$ cat src/design/rkt_pkg.sv
// ----------------------------------------------------------------------------
// rkt_pkg
// Shared types and constants for the radius keypoint thinning block.
// ----------------------------------------------------------------------------
`default_nettype none

package rkt_pkg;

	// store geometry
	localparam int CAPACITY = 1024;
	localparam int IDX_W    = $clog2(CAPACITY);
	localparam int CNT_W    = $clog2(CAPACITY + 1);

	// field widths
	localparam int COORD_W  = 24;
	localparam int RADIUS_W = 48;
	localparam int SLOT_W   = 10;

	// distance datapath widths
	localparam int DIFF_W   = COORD_W + 1;
	localparam int SQ_W     = 2 * DIFF_W;
	localparam int SUM_W    = SQ_W + 2;

	localparam logic [RADIUS_W-1:0] RADIUS_RESET = RADIUS_W'(65536);

	typedef logic signed [COORD_W-1:0] coord_t;

	typedef struct packed {
		coord_t x;
		coord_t y;
		coord_t z;
	} pose_t;

	// status from the distance pipeline to the controller
	typedef struct packed {
		logic busy;
		logic hit;
	} dist_stat_t;

	typedef enum logic [1:0] {
		ST_IDLE,
		ST_SCAN,
		ST_DRAIN
	} rkt_state_t;

endpackage

`default_nettype wire

$ cat src/design/rkt_dist_pipe.sv
// ----------------------------------------------------------------------------
// rkt_dist_pipe
// Three-stage squared distance pipeline: abs difference, squares, sum and
// compare against the radius.
// ----------------------------------------------------------------------------
`default_nettype none

module rkt_dist_pipe (
	input  wire logic                   clk,
	input  wire logic                   arst_n,
	input  wire logic                   in_vld,
	input  wire rkt_pkg::pose_t         stored,
	input  wire rkt_pkg::pose_t         pose,
	input  wire logic [rkt_pkg::RADIUS_W-1:0] radius_sq,
	output rkt_pkg::dist_stat_t         stat
);
	import rkt_pkg::*;

	logic vld_s2, vld_s3, vld_s4;
	logic le_s4;

	logic [DIFF_W-1:0] ax_s2, ay_s2, az_s2;
	logic [SQ_W-1:0]   sx_s3, sy_s3, sz_s3;

	logic signed [DIFF_W-1:0] dx, dy, dz;
	logic [SUM_W-1:0]         sum;

	// signed differences and magnitudes
	always_comb begin
		dx = DIFF_W'($signed(pose.x)) - DIFF_W'($signed(stored.x));
		dy = DIFF_W'($signed(pose.y)) - DIFF_W'($signed(stored.y));
		dz = DIFF_W'($signed(pose.z)) - DIFF_W'($signed(stored.z));
	end

	always_ff @(posedge clk) begin
		ax_s2 <= dx[DIFF_W-1] ? DIFF_W'(-dx) : DIFF_W'(dx);
		ay_s2 <= dy[DIFF_W-1] ? DIFF_W'(-dy) : DIFF_W'(dy);
		az_s2 <= dz[DIFF_W-1] ? DIFF_W'(-dz) : DIFF_W'(dz);
	end

	// squares, one multiplier per axis
	always_ff @(posedge clk) begin
		sx_s3 <= SQ_W'(ax_s2 * ax_s2);
		sy_s3 <= SQ_W'(ay_s2 * ay_s2);
		sz_s3 <= SQ_W'(az_s2 * az_s2);
	end

	// sum and boundary-inclusive compare
	assign sum = SUM_W'(sx_s3) + SUM_W'(sy_s3) + SUM_W'(sz_s3);

	always_ff @(posedge clk) begin
		le_s4 <= (sum <= SUM_W'(radius_sq));
	end

	// stage valids
	always_ff @(posedge clk or negedge arst_n) begin
		if (!arst_n) begin
			vld_s2 <= 1'b0;
			vld_s3 <= 1'b0;
			vld_s4 <= 1'b0;
		end else begin
			vld_s2 <= in_vld;
			vld_s3 <= vld_s2;
			vld_s4 <= vld_s3;
		end
	end

	assign stat.busy = in_vld | vld_s2 | vld_s3 | vld_s4;
	assign stat.hit  = vld_s4 & le_s4;
endmodule

`default_nettype wire

$ cat config.mk
export PLATFORM = sky130hd
export DESIGN_NAME = rkt_dist_pipe
export DESIGN_NICKNAME = d
export VERILOG_FILES = /design/src/design/rkt_pkg.sv /design/src/design/rkt_dist_pipe.sv
export SDC_FILE = /design/constraint.sdc
export NUM_CORES = 2
export LEC_CHECK = 0
export BUFFER_PORTS_ARGS = -buffer_cell sky130_fd_sc_hd__buf_4
export CORE_AREA = 2 2 356 358
export DETAILED_ROUTE_END_ITERATION = 7
export DIE_AREA = 0 0 358 360
export PLACE_DENSITY_LB_ADDON = 0.15
export SETUP_SLACK_MARGIN = 0.02
export SLEW_MARGIN = 10
export SYNTH_ARGS = -nofsm -noshare
export SYNTH_HDL_FRONTEND = slang
export SYNTH_SLANG_ARGS = --single-unit
$ cat constraint.sdc
create_clock -name clk -period 14.93 [get_ports clk]
set_input_delay 0.7465 -clock clk [delete_from_list [all_inputs] [get_ports clk]]
set_output_delay 0.7465 -clock clk [all_outputs]
set_load 0.05 [all_outputs]
==> flow_summary.yaml <==
status:
  status: "completed"
sta:
  tightest_slew_ns: 1.22
  fin_skew_ns: 0.0324
  finalCritPeriodShare: 0.555
  max_slew_margin: 0.182
  final_hold_viol_count: 0
  setup_ws_ns: 6.64
  fin_crit_ns: 8.29
  setup_violations: 0
  setup_tns_ns: 0
  fmax_mhz: 121
  rsz0062_at_grt: "false"
  drv_slew: 0
global_route:
  gr-total-overflow: 0
  grt_max_degree: 29
  antenna_found_initial: 2
  grt_pass1_wl_um: 280000
  met1_usage: 0.369
  top_usage_layer: "met2"
  met2_usage: 0.468
  grt_util_met3: 0.0314
  grt_pass1_vias: 53900
  grt.total_usage: 0.274
synth:
  synth-seq-area-share: 0.0664
  yosys.area_share.simple: 0.116
  ys_seq_elements: 226
  synth_enable_flop_cells: 0
  synthAdderAreaFrac: 0.559
  async_flop_share: 0.0133
  ys_warn_count: 0
  syn-cell-area_um2: 68400
  synth_xor_area_frac: 0.0425
  ys_types: 87
  netlist_instances: 7635
  synthFlopType: "dfxtp_1"
  synth.area.mux_share: 0.00203
  avgSynthCellArea_um2: 8.96
  synth_compound_area_frac: 0.0835
  synth_top_family_by_area: "adder cells"
layout:
  areaGrowthSynthToFinish_pct: 6.34
  antenna_cells: 0
  fill_cells: 11200
  drive_gt1_frac: 0.0480
  fin_nets: 10100
  multiInputGateArea_um2: 54900
  seqCellArea_um2: 4540
clock_network:
  cts_resized: 0
  cts_root_buf: "clkbuf_16"
  htree_levels: 1
  clk_pin_slew_ns: 0.06
  cts_tree: "built"
  cts.sinks: 226
  clock_latency_ns: 0.63
  cts_buffers: 29
  clock_path_buffers: 3
critical_path:
  crit_type: "register to register"
  cp.arrival_ns: 8.79
  cp-end-kind: "register"
  crit_path_max_fanout: 28
  crit_required_ns: 15.44
  r2r_setup_slack_ns: 6.64
  start_kind: "register"
routing:
  wire_per_inst_um: 18.1
  ant_nets: 0
  drt_iter0_markers: 2581
  drc: 0
  drt-vias-per-instance: 5.29
  num_vias: 49700
  drt_wl_total_um: 170000
  first_pass_iters: 5
hold_path:
  hold_class: "input pin to register"
placed_design:
  portBuffers: 196
  dp_hpwl_um: 142000
  routabilityCongestion: 0.940
  dp_slack_ns: 6.67
floorplanning:
  rows: 130
  fp.dieW_um: 358
  ios: 197
  initial_utilization: 0.548
  dieArea_um2: 129000
  coreArea_um2: 125000
  die_h_um: 360
job:
  maxCapViolCount: 0
==> worst max-delay path, cell delays in order (launching register included) <==
cell and delay [ns]:
dfxtp_1 1.10, nand2_1 0.23, inv_1 0.14, fa_1 0.44, fa_1 0.54, inv_1 0.05
fa_1 0.52, inv_1 0.05, fa_1 0.40, fa_1 0.47, fa_1 0.54, inv_1 0.05
fa_1 0.47, inv_1 0.04, ha_1 0.35, a21o_1 0.26, a21o_1 0.17, a41oi_1 0.20
a21oi_1 0.12, o31ai_1 0.48, o21ai_0 0.22, a221oi_1 0.65, o31ai_1 0.26, nor4_1 0.30
nor3_1 0.08
==> cell families after synthesis <==
logic type      Yosys count
xor+xnor                332
flops                   226
fa+ha+maj              2186
compound gates          887
buf+inv                2381
simple gates           1608
mux                      13
other cells               2
==> Yosys cell counts, types with 12 or more instances <==
library cell	count	area share
a211oi_1	23	0.0025
a21boi_0	12	0.0013
a21o_1	168	0.018
a21oi_1	283	0.021
a221oi_1	12	0.0015
a31oi_1	38	0.0035
and2_1	395	0.036
and3_1	41	0.0037
clkbuf_1	201	0.011
dfxtp_1	223	0.065
fa_1	1452	0.42
ha_1	734	0.13
inv_1	2177	0.12
nand2_1	605	0.033
nand2b_1	29	0.0027
nand3_1	65	0.0048
nand4_1	42	0.0038
nor2_1	242	0.013
nor2b_1	48	0.0044
nor3_1	46	0.0034
nor4_1	13	0.0012
o211ai_1	17	0.0019
o21a_1	35	0.0038
o21ai_0	151	0.011
o21bai_1	26	0.0029
o31ai_1	19	0.0021
or2_2	19	0.0017
or3_1	16	0.0015
xnor2_1	221	0.028
xor2_1	111	0.014
==> what timing repair did <==
action | in CTS | in global routing
setup buffers | 0 | 0
hold buffers | 1 | 0
endpoints found under the hold margin | 3 | 0
==> placed cells by master, fill, tap and decap left out, drive strengths merged, types with 26 or more instances in the layout <==
cell type | netlist | routed
ha | 734 | 734
nand4 | 42 | 42
o21a | 35 | 35
a21oi | 284 | 284
xor2 | 111 | 111
buf | 3 | 268
o21bai | 26 | 26
a21o | 168 | 168
nand2b | 29 | 29
nor2 | 242 | 242
nand3 | 65 | 65
o21ai | 154 | 154
and3 | 41 | 41
clkbuf | 201 | 34
inv | 2177 | 2186
xnor2 | 221 | 221
a31oi | 39 | 39
fa | 1452 | 1452
nand2 | 605 | 605
nor3 | 47 | 47
and2 | 396 | 396
dfxtp | 223 | 223
nor2b | 48 | 48
==> per-layer routing <==
metal / vias to the layer above / wire length, um
met4: 2 / 5050
met3: 245 / 8510
met5: - / 12
met2: 1208 / 83100
li1: 23200 / -
met1: 25100 / 73400
==> final timing paths <==
check                                 start                end  depth (start not counted)
min                                  in_vld   vld_s2$_DFF_PN0_                          1
min in group asynchronous            arst_n   vld_s4$_DFF_PN0_                          2
min reg2reg                vld_s2$_DFF_PN0_   vld_s3$_DFF_PN0_                          0
max reg2reg                az_s2[1]$_DFF_P_  sz_s3[49]$_DFF_P_                         24
max in group asynchronous            arst_n   vld_s2$_DFF_PN0_                          2
max                        az_s2[1]$_DFF_P_  sz_s3[49]$_DFF_P_                         24
==> per-stage QoR <==
step	utilization	hold WS, ns	area, um^2	instances
floorplan	-	0.346	68400	7636
global placement	0.574	0.358	71700	9350
detailed placement	0.574	0.361	71700	9350
CTS	0.582	0.217	72700	9405
global route	0.582	0.226	72700	9405
finish	0.582	0.256	72700	9405
==> layout make-up <==
class                           instances  area share
Tap cell                             1650      0.0284
Inverter                             2177       0.112
Sequential cell                       226      0.0624
Clock inverter                         20     0.00325
Timing Repair Buffer                  269      0.0278
Multi-Input combinational cell       5029       0.755
Clock buffer                           34      0.0106
==> flip-flops by register name, indices dropped and copies added, names as in the netlist <==
register	cells
sy_s3	49
vld_s2	1
sz_s3	49
ax_s2	25
az_s2	25
sx_s3	49
vld_s4	1
vld_s3	1
ay_s2	25
le_s4	1
Power is not shown: default switching activity piles up to over one toggle a cycle in this logic, so the estimate is an artifact.
